===== src/design/fdcr_pkg.sv =====
// Shared types and constants for the frame demultiplexer with per-connection rings.
// Used by every module of the block and by its port checker; depends on nothing.
`timescale 1ns / 1ps

package fdcr_pkg;

    localparam int MAX_CONNS   = 4;
    localparam int RING_DEPTH  = 4096;
    localparam int FRAME_BYTES = 256;

    localparam int CONN_W      = $clog2(MAX_CONNS);
    localparam int RING_W      = $clog2(RING_DEPTH);
    localparam int IDX_W       = $clog2(FRAME_BYTES);
    localparam int MEM_AW      = CONN_W + RING_W;
    localparam int MEM_DEPTH   = MAX_CONNS * RING_DEPTH;
    localparam int QUEUE_DEPTH = 4;
    localparam int QPTR_W      = $clog2(QUEUE_DEPTH);

    // Frame layout: magic, type, length low, length high, connection, payload.
    localparam int POS_MAGIC   = 0;
    localparam int POS_TYPE    = 1;
    localparam int POS_LEN_LO  = 2;
    localparam int POS_LEN_HI  = 3;
    localparam int POS_CONN    = 4;
    localparam int POS_PAYLOAD = 5;

    localparam logic [7:0] MAGIC_RESET     = 8'hCB;
    localparam logic [7:0] DATA_TYPE_RESET = 8'h86;

    localparam logic [1:0] CFG_FRAME_MAGIC = 2'd0;
    localparam logic [1:0] CFG_DATA_TYPE   = 2'd1;

    typedef enum logic [1:0] {
        OP_FRAME = 2'd0,
        OP_POP   = 2'd1,
        OP_OPEN  = 2'd2,
        OP_CLOSE = 2'd3
    } op_t;

    typedef enum logic [1:0] {
        RK_FRAME = 2'd0,
        RK_BYTE  = 2'd1,
        RK_EMPTY = 2'd2,
        RK_DONE  = 2'd3
    } result_kind_t;

    typedef enum logic {
        BK_IDLE,
        BK_POP_WAIT
    } back_state_t;

    // One classified request handed from the front end to the back end.
    typedef struct packed {
        op_t               kind;
        logic              push;
        logic              report;
        logic              fill_en;
        logic              conn_ok;
        logic [CONN_W-1:0] conn;
        logic [7:0]        data;
        logic [7:0]        rep_value;
    } cmd_t;

endpackage


===== src/design/fdcr_queue.sv =====
// Short request queue between the front end and the back end.
// Depends on fdcr_pkg for the request type and the queue depth.
`timescale 1ns / 1ps

module fdcr_queue import fdcr_pkg::*;
(
    input  logic clk,
    input  logic rst_n,
    input  logic wr_valid,
    output logic wr_ready,
    input  cmd_t wr_data,
    output logic rd_valid,
    input  logic rd_take,
    output cmd_t rd_data
);

    cmd_t              slot_reg [QUEUE_DEPTH];
    logic [QPTR_W-1:0] wr_ptr_reg, wr_ptr_next;
    logic [QPTR_W-1:0] rd_ptr_reg, rd_ptr_next;
    logic [QPTR_W:0]   count_reg, count_next;
    logic              do_write;
    logic              do_read;

    assign wr_ready = (count_reg != (QPTR_W + 1)'(QUEUE_DEPTH));
    assign rd_valid = (count_reg != '0);
    assign rd_data  = slot_reg[rd_ptr_reg];
    assign do_write = wr_valid && wr_ready;
    assign do_read  = rd_take && rd_valid;

    always_comb
    begin
        wr_ptr_next = do_write ? wr_ptr_reg + 1'b1 : wr_ptr_reg;
        rd_ptr_next = do_read ? rd_ptr_reg + 1'b1 : rd_ptr_reg;
        count_next  = count_reg;
        if (do_write && !do_read)
            count_next = count_reg + 1'b1;
        else if (do_read && !do_write)
            count_next = count_reg - 1'b1;
    end

    always_ff @(posedge clk or negedge rst_n)
    begin
        if (!rst_n)
        begin
            wr_ptr_reg <= '0;
            rd_ptr_reg <= '0;
            count_reg  <= '0;
        end
        else
        begin
            wr_ptr_reg <= wr_ptr_next;
            rd_ptr_reg <= rd_ptr_next;
            count_reg  <= count_next;
        end
    end

    always_ff @(posedge clk)
    begin
        if (do_write)
            slot_reg[wr_ptr_reg] <= wr_data;
    end

endmodule


===== config.mk =====
export PLATFORM = sky130hd
export DESIGN_NAME = fdcr_queue
export DESIGN_NICKNAME = d
export VERILOG_FILES = /design/src/design/fdcr_pkg.sv /design/src/design/fdcr_queue.sv
export SDC_FILE = /design/constraint.sdc
export NUM_CORES = 1
export LEC_CHECK = 0
export BUFFER_PORTS_ARGS = -buffer_cell sky130_fd_sc_hd__buf_4
export CAP_MARGIN = 40
export CORE_MARGIN = 5
export CORE_UTILIZATION = 45
export DETAILED_ROUTE_END_ITERATION = 10
export GPL_ROUTABILITY_DRIVEN = 1
export GPL_TIMING_DRIVEN = 0
export RECOVER_POWER = 50
export SETUP_SLACK_MARGIN = 0.02
export SYNTH_ARGS = -nofsm -noshare
export SYNTH_HDL_FRONTEND = slang
export SYNTH_SLANG_ARGS = --single-unit

===== constraint.sdc =====
create_clock -name clk -period 4.7 [get_ports clk]
set_input_delay 0.47 -clock clk [delete_from_list [all_inputs] [get_ports clk]]
set_output_delay 0.47 -clock clk [all_outputs]
set_load 0.05 [all_outputs]

==> qor.csv <==
metric;value;unit
status;finished clean;
hold_path_class;primary input to register;
clockRootBuffer;clkbuf_8;
n_antenna_cell;0;
min_from;wr_data[10];
path_clk_slew;0.09;ns
crit_path_start;count_reg[0]$_DFFE_PN0P_;
num_vias;1732;
gp_congestion;0.7610;
cpPeakStageDelay;0.83;ns
relSlewSlack;37.98;%
synth_xor_area_share;1.341;%
drt-pass1-iter-count;4;
grt_start_max_net_pins;18;
area_growth;19.00;%
design.core.area;8593;sq um
worst-path-stages;4;
netlist_area;3919;sq um
grt_pass1_wl;10140;um
swShare;37.28;%
hpwl;4533;um
netlist_top_cells_area;edfxtp_1 74%, mux4_2 10%, dfrtp_1 4.5%;
die_width;103.3;um
synthCells;161;
synth_area_leader_cell;edfxtp_1;
max_slew.worst_pin.slew;0.9298;ns
cp_top_family;simple AND/OR/NAND/NOR gates;
synth_fp_nets;195;
power.total;3.366;mW
seqPwrFrac;37.9;%
whs;0.3753;ns
endpoint;slot_reg[2][11]$_DFFE_PP_;
crit_required;4.75;ns
ant_nets;0;
route.detailed.drc;0;
power.density;721.8;nW/um^2
reg2reg_depth;4;
layout.nets;264;
crit_buf_inv;1;
wire_per_inst;19.25;um
row_count;34;
synth_warnings;0;
grt_pass1_vias;1936;
setup_viol;0;
synth_top_area_share;73.56;%
synth_cell_types;19;
min_period_over_period;52.99;%
clk_latency;0.35;ns
slowest_stage;and2_0;
path_class;register to register;
synth_simple_gate_area_share;1.309;%
synth-compound-area-share;0.2874;%
portBuffers;53;
start_util;45.60;%
fmax;0.4015;GHz
cts_max_path_buffers;2;
rr_endpoint;slot_reg[2][11]$_DFFE_PP_;
post_cts_resized;0;
p_clk_share;19.0;%
largest_reg_flops;96;
netSwitchingPower;1.255;mW
max-vdd-ir-drop;398.1;uV
ys_seq_area_share;78.03;%
antenna_found_initial;0;
cts_tree;built;
rsz0062_at_grt;false;
overflow;0;
startpoint_type;register;
drtIter0Drc;45;
finClkSkew;0.01015;ns
syn_area_per_cell;24.34;sq um
crit_chain;nor2_1, a21boi_0, and2_0, buf_8;
r2r_start;count_reg[0]$_DFFE_PN0P_;
htreeDepth;3;
fp.dieH;103.3;um
die_area;10680;sq um
synth_adder_area_share;2.107;%
arrival;2.54;ns
muxShareOfSynthArea;14.94;%
critPathMaxFanout;13;
period_minus_slack;2.491;ns
synth_top_family_by_area;multiplexers;
hold_viol_final;0;
grt_usage;13.39;%
leakagePower;1.596;nW
drive_above_1_share;30.64;%
synth_seq_cells;103;
power_frac_comb;43.1;%
finalMaxSlewViolations;0;
crit_path_end_kind;register;
cts.sinks;103;
reg2reg_slack;2.21;ns
drt_wl_total;6603;um
io_pins;54;
cts-buffers-inserted;9;
vias_per_cell;5.050;
maxCapViolCount;0;
tns;0;ns
p_int;2.111;mW
==> per-stage QoR <==
stage	instances	area (sq um)	util (%)	setup slack, ns
2_1_floorplan	161	3919	-	2.438
3_3_place_gp	322	4452	51.81	2.404
3_5_place_dp	326	4512	52.50	2.551
4_1_cts	343	4765	55.45	2.409
5_1_grt	343	4663	54.27	1.971
6_report	343	4663	54.27	2.209
==> power groups by stage <==
| stage | logic, mW | registers (mW) | clock network [mW] |
|---|---|---|---|
| after floorplan | 1.08 | 1.28 | 0 |
| after CTS | 1.50 | 1.28 | 0.656 |
| after global placement | 1.43 | 1.29 | 0 |
| after detailed placement | 1.49 | 1.30 | 0 |
| final | 1.45 | 1.28 | 0.640 |
| after global routing | 1.53 | 1.29 | 0.697 |
==> cell usage in the layout (no fill, tap or decap), types with 3 or more instances in the layout <==
| cell type | n |
|---|---|
| clkbuf_1 | 27 |
| buf_4 | 27 |
| ha_1 | 5 |
| buf_8 | 4 |
| edfxtp_1 | 96 |
| inv_1 | 3 |
| mux4_2 | 18 |
| buf_2 | 3 |
| and2_1 | 3 |
| dfrtp_1 | 7 |
| xnor2_1 | 4 |
| bufinv_16 | 3 |
| mux4_1 | 6 |
| clkbuf_8 | 9 |
==> how the worst min path moves through the flow <==
stage | end | depth (start not counted)
finish | slot_reg[2][10]$_DFFE_PP_ | 1
global route | slot_reg[0][10]$_DFFE_PP_ | 1
CTS | slot_reg[0][14]$_DFFE_PP_ | 1
detailed placement | count_reg[2]$_DFFE_PN0P_ | 1
global placement | wr_ptr_reg[1]$_DFFE_PN0P_ | 1
floorplan | count_reg[0]$_DFFE_PN0P_ | 0
==> kinds of logic (layout without fill, tap and decap cells) <==
logic type,count (synthesis),after routing
buffers and inverters,9,83
AND/OR/NAND/NOR,10,10
AO/OA/AOI/OAI,1,1
flip-flops,103,103
multiplexers,26,26
adder cells (fa/ha/maj),6,6
XOR/XNOR,6,6
==> layout make-up <==
type                    count  area, sq um
plain buffers               6        66.31
fillers                   692         3930
inverters                   3        11.26
repair buffers             58        370.4
clock inverters             6        115.1
multi-input cells          49        779.5
flip-flops and latches    103         3058
clock buffers              10        127.6
well taps                 108        135.1
==> worst reg2reg max path, delay by kind of cell, from the launching register on <==
family,cells,cell delay [ns]
DFF,1,0.43
and+or+nand+nor,2,0.90
AOI/OAI and AO/OA,1,0.61
buffers and inverters,1,0.26
==> repair_timing <==
item,4_1_cts,5_1_grt
hold buffers,1,0
setup buffers,0,0
endpoints found under the hold margin,7,0
==> Yosys cell counts <==
library cell  number
ha_1               5
dfrtp_1            7
nor2_1             2
mux4_2            18
nand2_1            2
nand3_1            1
buf_6              1
or3_1              1
edfxtp_1          96
a21boi_2           1
xor2_1             2
and2_1             4
inv_1              3
mux2_2             2
buf_12             2
buf_2              3
xnor2_1            4
fa_1               1
mux4_1             6
==> metal layers <==
metal / GRT usage, % / part of all wire (%)
met1: 16.03 / 38
met2: 23.33 / 54
met3: 2.817 / 5.9
met4: 6.076 / 1.5
met5: 0 / 0
(Power assumes the default switching activity.)
