===== src/design/fdcr_pkg.sv =====
// Shared types and constants for the frame demultiplexer with per-connection rings.
// Used by every module of the block and by its port checker; depends on nothing.
`timescale 1ns / 1ps

package fdcr_pkg;

    localparam int MAX_CONNS   = 4;
    localparam int RING_DEPTH  = 4096;
    localparam int FRAME_BYTES = 256;

    localparam int CONN_W      = $clog2(MAX_CONNS);
    localparam int RING_W      = $clog2(RING_DEPTH);
    localparam int IDX_W       = $clog2(FRAME_BYTES);
    localparam int MEM_AW      = CONN_W + RING_W;
    localparam int MEM_DEPTH   = MAX_CONNS * RING_DEPTH;
    localparam int QUEUE_DEPTH = 4;
    localparam int QPTR_W      = $clog2(QUEUE_DEPTH);

    // Frame layout: magic, type, length low, length high, connection, payload.
    localparam int POS_MAGIC   = 0;
    localparam int POS_TYPE    = 1;
    localparam int POS_LEN_LO  = 2;
    localparam int POS_LEN_HI  = 3;
    localparam int POS_CONN    = 4;
    localparam int POS_PAYLOAD = 5;

    localparam logic [7:0] MAGIC_RESET     = 8'hCB;
    localparam logic [7:0] DATA_TYPE_RESET = 8'h86;

    localparam logic [1:0] CFG_FRAME_MAGIC = 2'd0;
    localparam logic [1:0] CFG_DATA_TYPE   = 2'd1;

    typedef enum logic [1:0] {
        OP_FRAME = 2'd0,
        OP_POP   = 2'd1,
        OP_OPEN  = 2'd2,
        OP_CLOSE = 2'd3
    } op_t;

    typedef enum logic [1:0] {
        RK_FRAME = 2'd0,
        RK_BYTE  = 2'd1,
        RK_EMPTY = 2'd2,
        RK_DONE  = 2'd3
    } result_kind_t;

    typedef enum logic {
        BK_IDLE,
        BK_POP_WAIT
    } back_state_t;

    // One classified request handed from the front end to the back end.
    typedef struct packed {
        op_t               kind;
        logic              push;
        logic              report;
        logic              fill_en;
        logic              conn_ok;
        logic [CONN_W-1:0] conn;
        logic [7:0]        data;
        logic [7:0]        rep_value;
    } cmd_t;

endpackage


===== src/design/fdcr_front.sv =====
// Front end: configuration registers, frame parser and request classifier.
// Depends on fdcr_pkg; feeds classified requests into fdcr_queue.
`timescale 1ns / 1ps

module fdcr_front import fdcr_pkg::*;
(
    input  logic       clk,
    input  logic       rst_n,
    input  logic       cfg_valid,
    output logic       cfg_ready,
    input  logic [1:0] cfg_index,
    input  logic [7:0] cfg_data,
    input  logic       in_valid,
    output logic       in_stall,
    input  logic [1:0] op,
    input  logic [7:0] data_byte,
    input  logic [1:0] conn,
    output logic       q_valid,
    input  logic       q_ready,
    output cmd_t       q_data
);

    logic [7:0]       frame_magic_reg, frame_magic_next;
    logic [7:0]       data_type_reg, data_type_next;
    logic [IDX_W-1:0] byte_index_reg, byte_index_next;
    logic             magic_ok_reg, magic_ok_next;
    logic [7:0]       frame_type_reg, frame_type_next;
    logic [15:0]      length_reg, length_next;
    logic [7:0]       target_reg, target_next;

    logic             accept;
    logic             last_byte;
    logic             data_frame;
    logic             target_ok;
    logic             in_window;
    logic             push_cand;
    logic [15:0]      payload_pos;
    op_t              op_in;

    assign cfg_ready = 1'b1;
    assign in_stall  = !q_ready;
    assign accept    = in_valid && q_ready;
    assign op_in     = op_t'(op);

    always_comb
    begin
        frame_magic_next = frame_magic_reg;
        data_type_next   = data_type_reg;
        if (cfg_valid)
        begin
            if (cfg_index == CFG_FRAME_MAGIC)
                frame_magic_next = cfg_data;
            if (cfg_index == CFG_DATA_TYPE)
                data_type_next = cfg_data;
        end
    end

    // Header fields as they stand after the current byte is taken in.
    always_comb
    begin
        magic_ok_next   = magic_ok_reg;
        frame_type_next = frame_type_reg;
        length_next     = length_reg;
        target_next     = target_reg;
        case (byte_index_reg)
            IDX_W'(POS_MAGIC):  magic_ok_next = (data_byte == frame_magic_reg);
            IDX_W'(POS_TYPE):   frame_type_next = data_byte;
            IDX_W'(POS_LEN_LO): length_next = {length_reg[15:8], data_byte};
            IDX_W'(POS_LEN_HI): length_next = {data_byte, length_reg[7:0]};
            IDX_W'(POS_CONN):   target_next = data_byte;
            default: ;
        endcase
    end

    assign last_byte   = (byte_index_reg == IDX_W'(FRAME_BYTES - 1));
    assign byte_index_next = last_byte ? '0 : byte_index_reg + 1'b1;
    assign data_frame  = magic_ok_next && (frame_type_next == data_type_reg)
                         && (length_next != 16'd0);
    assign target_ok   = (int'(target_next) < MAX_CONNS);
    assign payload_pos = 16'(byte_index_reg) - 16'(POS_PAYLOAD);
    // Only the first length-1 payload bytes are taken, and none past the frame end.
    assign in_window   = (byte_index_reg >= IDX_W'(POS_PAYLOAD))
                         && (payload_pos < length_next - 16'd1);
    assign push_cand   = in_window && data_frame && target_ok;

    always_comb
    begin
        q_data.kind      = op_in;
        q_data.push      = 1'b0;
        q_data.report    = 1'b0;
        q_data.fill_en   = 1'b0;
        q_data.conn_ok   = (int'(conn) < MAX_CONNS);
        q_data.conn      = conn[CONN_W-1:0];
        q_data.data      = data_byte;
        q_data.rep_value = 8'd0;
        q_valid          = 1'b0;
        if (op_in == OP_FRAME)
        begin
            q_data.push      = push_cand;
            q_data.report    = last_byte;
            q_data.fill_en   = data_frame && target_ok;
            q_data.conn_ok   = target_ok;
            q_data.conn      = target_next[CONN_W-1:0];
            q_data.rep_value = magic_ok_next ? frame_type_next : 8'd0;
            q_valid          = in_valid && (push_cand || last_byte);
        end
        else
        begin
            q_valid = in_valid;
        end
    end

    always_ff @(posedge clk or negedge rst_n)
    begin
        if (!rst_n)
        begin
            frame_magic_reg <= MAGIC_RESET;
            data_type_reg   <= DATA_TYPE_RESET;
            byte_index_reg  <= '0;
            magic_ok_reg    <= 1'b0;
            frame_type_reg  <= '0;
            length_reg      <= '0;
            target_reg      <= '0;
        end
        else
        begin
            frame_magic_reg <= frame_magic_next;
            data_type_reg   <= data_type_next;
            if (accept && (op_in == OP_FRAME))
            begin
                byte_index_reg <= byte_index_next;
                magic_ok_reg   <= magic_ok_next;
                frame_type_reg <= frame_type_next;
                length_reg     <= length_next;
                target_reg     <= target_next;
            end
        end
    end

endmodule


===== config.mk =====
export PLATFORM = sky130hd
export DESIGN_NAME = fdcr_front
export DESIGN_NICKNAME = d
export VERILOG_FILES = /design/src/design/fdcr_pkg.sv /design/src/design/fdcr_front.sv
export SDC_FILE = /design/constraint.sdc
export NUM_CORES = 1
export LEC_CHECK = 0
export BUFFER_PORTS_ARGS = -buffer_cell sky130_fd_sc_hd__buf_2
export CORE_MARGIN = 2
export CORE_UTILIZATION = 25
export DETAILED_ROUTE_END_ITERATION = 16
export GPL_ROUTABILITY_DRIVEN = 0
export GPL_TIMING_DRIVEN = 0
export PLACE_DENSITY = 0.5
export SLEW_MARGIN = 20
export SYNTH_ARGS = -nofsm -noshare
export SYNTH_HDL_FRONTEND = slang
export SYNTH_SLANG_ARGS = --single-unit

===== constraint.sdc =====
create_clock -name clk -period 8.9 [get_ports clk]
set_input_delay 2.225 -clock clk [delete_from_list [all_inputs] [get_ports clk]]
set_output_delay 2.225 -clock clk [all_outputs]
set_load 0.1 [all_outputs]

==> out/qor.csv, run 1 <==
stage,metric,value,unit
run_status,status,"finished, final reports clean",
pwr,Leak,2.10,nW
synthesis,Area contributors post-synth,"dfrtp_1 30%, mux2_2 8.3%, ha_1 6.5%, xnor2_1 5.4%, dfstp_2 5.2%",
timing,period utilization,88.4,%
clocking,CTS-repair resized insts,0,
die,io pins,54,
grt,Global Route Usage Sum,13.5,%
synthesis,adder-cell share of the synthesized area,6.46,%
layout,Area Growth Syn to Fin,19.7,%
clocking,TritonCTS sink count,57,
synthesis,Yosys top cell by area,dfrtp_1,
synthesis,Post-synth EDFFs,0,
timing,setup TNS,0,ns
timing,Final Skew,0.00628,ns
flow_run,Max-Cap Viols,0,
route,ANT nets after route,0,
grt,largest net degree at the start of global routing,58,
synthesis,async set or reset register ratio after synthesis,100,%
synthesis,Synth cell types,60,
layout,ant diodes,0,
route,Post-Route WL,11300,um
worst_setup_path,"Slowest-stage cell, CP",buf_2,
worst_setup_path,crit start category,primary input,
worst_setup_path,CP Data Required Time,6.68,ns
timing,hold violation count in the final report,0,
route,drc violations,0,
synthesis,Synth Register Bits,57,
synthesis,Synth top area share,30.1,%
layout,Fillers,1701,
die,Total Die Area,0.0173,mm^2
grt,first-pass GRT wire length,18600,um
worst_setup_path,CP Capture Type,primary output,
route,Pre-Repair DR Iteration Count,4,
layout,number of flip-flops under the largest register name,16,
worst_setup_path,CP arrival,5.64,ns
pwr,Power Density,357,mW/mm^2
clocking,Skew-Pair Late Insertion Delay,0.33,ns
clocking,hold_buf cts,0,
timing,Slew @ Worst Pin,0.819,ns
synthesis,Post-Synthesis Cells,428,
layout,final instance area,0.00487,mm^2
route,total number of vias,3383,
die,standard-cell rows,46,
grt,vias in the first global route,3490,
synthesis,largest family of logic cells by synthesized area,simple AND/OR/NAND/NOR gates,
die,Starting Density,25.6,%
die,chip width,132,um
route,Via density,4.81,
pwr,maximum VDD drop,0.111,mV
layout,layout cells sized above 1,28.9,%
clocking,Root Buffer,clkbuf_16,
placed_design,I/O Buffers,44,
timing,RSZ-0062 raised after global routing,no,
synthesis,proportion of synthesized area in mux cells,9.04,%
grt,met2 Track Usage GR,24.0,%
synthesis,"Seq/Total Area, Yosys",35.3,%
placed_design,DP Wirelength,8560,um
route,Avg WL per Cell,16.0,um
die,Core ar.,0.0159,mm^2
worst_setup_path,WS Path Type,in2out,
worst_setup_path,crit-path leading delay family,simple AND/OR/NAND/NOR gates,
clocking,Clock Tree Buf Depth,2,
grt,GR Util met1,15.6,%
synthesis,Synth Area in Simple Gates,19.0,%
synthesis,Yosys warning count,0,
clocking,H-tree Lvls,3,
timing,Final setup viols,0,
grt,global route total overflow,0,
hold_path,worst min path class,reg2reg,
placed_design,placed cell areas,0.00457,mm^2
route,DR iter-0 viols,166,
die,Die H,132,um
timing,Slew HR,44.9,%
worst_setup_path,Crit Path Max Fanout,9,
synthesis,XOR/XNOR share of the synthesized area,9.04,%
worst_setup_path,"Critical Path, Cell by Cell","clkbuf_1, nor2_1, o22ai_1, nor3_2, nand3_1, xnor2_1, ha_1, a21oi_1, o21ai_0, a221oi_1, and3_1, o211ai_1, o31ai_2, buf_2",
synthesis,Compound-Gate Fraction of Synth Area,14.8,%
timing,Final Critical Period,7.87,ns
worst_setup_path,crit-path max cell delay,0.46,ns
synthesis,post-synthesis average cell area,9.51,um^2
clocking,Post-CTS Setup Inserts,0,
synthesis,Post-Syn Area,0.00407,mm^2
grt,initial antenna violation count,0,
clocking,Clock transition at path regs,0.05,ns
timing,max-slew violations,0,
grt,gr busiest metal,met2,
grt,GR Layer Usage met3,2.78,%
layout,NumNets Final,531,
synthesis,Synth Flop Type,dfrtp_1,
clocking,CTS tree,done,
clocking,Num CTS Buffers,9,
synthesis,net count after synthesis,476,
worst_setup_path,Critical path buffers and inverters,2,
timing,Fmax,0.127,GHz
Yosys cell counts, types with 3 or more instances:
cell type / count
a22o_2: 3
a22oi_1: 10
nand4_1: 13
dfstp_2: 8
nand2_1: 55
inv_1: 14
a21oi_1: 16
o22ai_1: 3
mux2i_1: 3
dfrtp_1: 49
a211o_1: 3
xnor2_1: 25
clkbuf_1: 15
mux2_2: 30
buf_2: 3
xor2_1: 17
buf_6: 3
nor2_1: 24
o21ai_0: 22
nor4_1: 3
ha_1: 21
a22o_1: 10
nor3_1: 7
buf_4: 11
and3_1: 4
nand3_1: 10
routing by layer:
| layer | up-vias | part of all wire (%) |
|---|---|---|
| met4 | 0 | 2.9 |
| li1 | 1634 | - |
| met1 | 1641 | 43 |
| met5 | - | 0 |
| met2 | 89 | 51 |
| met3 | 19 | 3.8 |
cells by family after synthesis:
kind of cell               Yosys count
AOI/OAI and AO/OA                   85
xor gates and xnor gates            42
adders and majority gates           21
buffers and inverters               47
DFF                                 57
muxes                               33
other                                1
and+or+nand+nor                    142
metrics by stage:
step | setup WS (ns) | utilization (%) | cells | hold WS, ns | power [W]
after floorplan | 0.719 | - | 428 | 0.446 | 0.00117
after global placement | 1.08 | 28.7 | 688 | 0.465 | 0.00136
after detailed placement | 1.03 | 28.8 | 688 | 0.478 | 0.00140
after CTS | 1.02 | 30.7 | 704 | 0.491 | 0.00175
after global routing | 0.770 | 30.7 | 704 | 0.523 | 0.00190
final | 1.03 | 30.7 | 704 | 0.489 | 0.00174
worst reg2reg max path: stages, from the launching register on:
cell	delay, ns
dfrtp_1	0.36
clkbuf_1	0.19
or3_2	0.51
nor4_2	0.68
and2_1	0.22
buf_2	0.20
mux2_2	0.36
worst paths after layout:
kind,start,end,slack (ns),cells after the start
worst max-delay path,data_byte[3],q_valid,1.03,14
worst min-delay path,length_reg[10],length_reg[10],0.49,2
worst max register to register,byte_index_reg[5],target_reg[3],6.26,6
worst min register to register,length_reg[10],length_reg[10],0.49,2
max in group asynchronous,rst_n,byte_index_reg[2],6.42,1
min in group asynchronous,rst_n,target_reg[5],1.97,1
layout make-up:
type                    count  area [um^2]  share of cell area, %
well taps                 216          270                   5.55
clock inverters             6         57.6                   1.18
inverters                  14         52.6                   1.08
multi-input cells         324         2390                   49.1
clock buffers              10          239                   4.91
flip-flops and latches     57         1440                   29.5
repair buffers             44          223                   4.57
plain buffers              33          203                   4.16
layout by cell type, fill, tap and decap left out, types with 4 or more instances in the layout:
master,synthesis,routed
a21oi_1,16,16
a22o_1,10,10
a22oi_1,10,10
and3_1,4,4
buf_2,3,46
buf_4,11,12
clkbuf_1,15,15
clkbuf_16,0,9
clkinv_2,0,4
dfrtp_1,49,49
dfstp_2,8,8
ha_1,21,21
inv_1,14,14
mux2_2,30,30
nand2_1,55,55
nand3_1,10,10
nand4_1,13,13
nor2_1,24,24
nor3_1,7,7
o21ai_0,22,22
xnor2_1,25,25
xor2_1,17,17
where the power goes:
part / switching [W] / internal, W
logic: 0.000565 / 0.000423
clock network: 0.000123 / 0.000222
registers: 0.0000661 / 0.000342
Power figures use the tool's default switching activity.
==> run 2, diff against run 1 <==
--- a/config.mk
+++ b/config.mk
@@ -6,7 +6,8 @@
 export NUM_CORES = 1
 export LEC_CHECK = 0
 export BUFFER_PORTS_ARGS = -buffer_cell sky130_fd_sc_hd__buf_2
-export CORE_MARGIN = 2
+export CAP_MARGIN = 15
+export CORE_MARGIN = 4
 export CORE_UTILIZATION = 25
 export DETAILED_ROUTE_END_ITERATION = 16
 export GPL_ROUTABILITY_DRIVEN = 0
==> constraint.sdc (replaced) <==
create_clock -name clk -period 9.65 [get_ports clk]
set_input_delay 2.4125 -clock clk [delete_from_list [all_inputs] [get_ports clk]]
set_output_delay 2.4125 -clock clk [all_outputs]
set_load 0.1 [all_outputs]
==> run 2 against run 1 <==
Global-route usage decreased by 0.84 points. Clock skew decreased by 0.0029 ns. Via count increased by 0.47%. Critical path type unchanged. Critical endpoint unchanged.
==> out/qor.csv, run 2 (same netlist as run 1, synthesis figures left out) <==
stage,metric,value,unit,change
timing,RSZ-0062 raised after global routing,no,,
worst_setup_path,crit-path max cell delay,0.46,ns,about the same
timing,Final Critical Period,8.20,ns,
pwr,maximum VDD drop,0.124,mV,+11%
clocking,CTS-repair resized insts,0,,unchanged
timing,Fmax,0.122,GHz,
layout,final instance area,0.00487,mm^2,about the same
clocking,H-tree Lvls,3,,unchanged
timing,Final Skew,0.00338,ns,-0.00290 ns
die,standard-cell rows,46,,unchanged
layout,"Core Util, Final",30.6,%,-0.10 points
grt,vias in the first global route,3706,,+6.2%
die,io pins,54,,unchanged
grt,gr busiest metal,met2,,
grt,initial antenna violation count,0,,unchanged
worst_setup_path,"Slowest-stage cell, CP",buf_2,,
grt,met2 Track Usage GR,23.1,%,-0.93 points
layout,layout cells sized above 1,28.7,%,-0.20 points
route,Post-Route WL,11100,um,-1.3%
layout,fin cells,704,,unchanged
grt,Global Route Usage Sum,12.6,%,-0.84 points
die,Total Die Area,0.0184,mm^2,+6.2%
grt,GR Util met1,14.5,%,-1.1 points
layout,most frequent cells in the layout,"55 x nand2_1, 49 x dfrtp_1, 46 x buf_2, 30 x mux2_2, 25 x xnor2_1",,
placed_design,placed cell areas,0.00457,mm^2,unchanged
route,Pre-Repair DR Iteration Count,4,,unchanged
clocking,Clock transition at path regs,0.05,ns,about the same
route,total number of vias,3399,,+0.47%
clocking,CTS tree,done,,
worst_setup_path,WS Path Type,in2out,,
pwr,Power Density,327,mW/mm^2,-8.4%
clocking,Num CTS Buffers,9,,unchanged
timing,period utilization,84.9,%,
layout,"commonest non-fill, non-tap cell in the layout",nand2_1,,
timing,max-slew violations,0,,unchanged
hold_path,worst min path class,reg2reg,,
route,drc violations,0,,unchanged
die,Starting Density,25.5,%,-0.092 points
grt,first-pass GRT wire length,18400,um,-0.89%
layout,ant diodes,0,,unchanged
timing,setup TNS,0,ns,unchanged
die,Die H,136,um,+3.0%
worst_setup_path,Crit Path Max Fanout,9,,unchanged
timing,Slew HR,43.3,%,-1.6 points
worst_setup_path,R2R Setup Slk,6.98,ns,+0.72 ns
route,Via density,4.83,,+0.47%
placed_design,placed insts,688,,unchanged
die,Core ar.,0.0159,mm^2,+0.36%
worst_setup_path,CP Capture Type,primary output,,
layout,Fillers,1699,,-0.12%
clocking,Clock Tree Buf Depth,2,,unchanged
layout,Area Growth Syn to Fin,19.7,%,about the same
timing,hold violation count in the final report,0,,unchanged
route,Avg WL per Cell,15.8,um,-1.3%
worst_setup_path,"Critical Path, Cell by Cell","clkbuf_1, nor2_1, o22ai_1, nor3_2, nand3_1, xnor2_1, ha_1, a21oi_1, o21ai_0, a221oi_1, and3_1, o211ai_1, o31ai_2, buf_2",,
route,ANT nets after route,0,,unchanged
worst_setup_path,CP Data Required Time,7.24,ns,+0.56 ns
clocking,Skew-Pair Late Insertion Delay,0.33,ns,about the same
clocking,hold_buf cts,0,,unchanged
pwr,Leak,2.09,nW,-0.31%
worst_setup_path,crit start category,primary input,,
timing,Final setup viols,0,,unchanged
run_status,status,"finished, final reports clean",,
die,chip width,136,um,+3.0%
clocking,Post-CTS Setup Inserts,0,,unchanged
worst_setup_path,Critical path buffers and inverters,2,,unchanged
grt,GR Layer Usage met3,2.27,%,-0.51 points
worst_setup_path,CP arrival,5.78,ns,+0.14 ns
clocking,Root Buffer,clkbuf_16,,
flow_run,Max-Cap Viols,0,,unchanged
pwr,PnR Total Power,0.00159,W,-8.4%
timing,Slew @ Worst Pin,0.844,ns,+0.0243 ns
layout,number of flip-flops under the largest register name,16,,unchanged
placed_design,DP Wirelength,8580,um,+0.22%
grt,global route total overflow,0,,unchanged
placed_design,I/O Buffers,44,,unchanged
layout,NumNets Final,531,,unchanged
clocking,TritonCTS sink count,57,,unchanged
route,DR iter-0 viols,130,,-22%
worst_setup_path,crit-path leading delay family,simple AND/OR/NAND/NOR gates,,
grt,largest net degree at the start of global routing,58,,unchanged
==> run 2: changes by cell type in the layout (fill, tap and decap cells not counted), sizes merged <==
cell and delta:
clkbuf +1, clkinv -2, clkinvlp +1
==> run 2: cell type report <==
class	instances	area, um^2	share of cell area [%]
Timing Repair Buffer	44	223	4.57
Tap cell	216	270	5.55
Multi-Input combinational cell	324	2390	49.0
Sequential cell	57	1440	29.5
Clock inverter	5	55.1	1.13
Clock buffer	11	243	4.98
Buffer	33	203	4.16
Inverter	14	52.6	1.08
==> run 2: power breakdown <==
| group | leakage [nW] | internal (W) | switching [W] |
|---|---|---|---|
| clock | 0.142 | 0.000206 | 0.000113 |
| combinational | 1.22 | 0.000388 | 0.000513 |
| sequential | 0.724 | 0.000315 | 0.0000595 |
| total | 2.09 | 0.000909 | 0.000685 |
==> run 2: path summary, 6_finish.rpt <==
path                              startpoint                 to  cells after the start
setup reg to reg           byte_index_reg[5]      target_reg[7]                      6
hold reg to reg               length_reg[15]     length_reg[15]                      2
min in group asynchronous              rst_n   data_type_reg[4]                      1
hold / removal                length_reg[15]     length_reg[15]                      2
setup / recovery                data_byte[2]            q_valid                     14
max in group asynchronous              rst_n  byte_index_reg[6]                      1
==> run 2: worst reg2reg max path, stage by stage, from the launching register on <==
cell and delay (ns):
dfrtp_1 0.36, clkbuf_1 0.19, or3_2 0.51, nor4_2 0.72, and2_1 0.22, buf_2 0.21
mux2_2 0.36
==> run 2: routing by layer <==
metal | vias up | share of wire, %
li1 | 1645 | -
met1 | 1660 | 42
met2 | 76 | 52
met3 | 18 | 4.1
met4 | 0 | 1.6
met5 | - | 0
==> run 2: metrics by stage <==
stage,hold slack [ns],setup WS (ns)
after floorplan,0.446,1.09
after global placement,0.466,1.46
after detailed placement,0.468,1.45
after CTS,0.480,1.44
after global routing,0.493,1.24
final,0.477,1.45
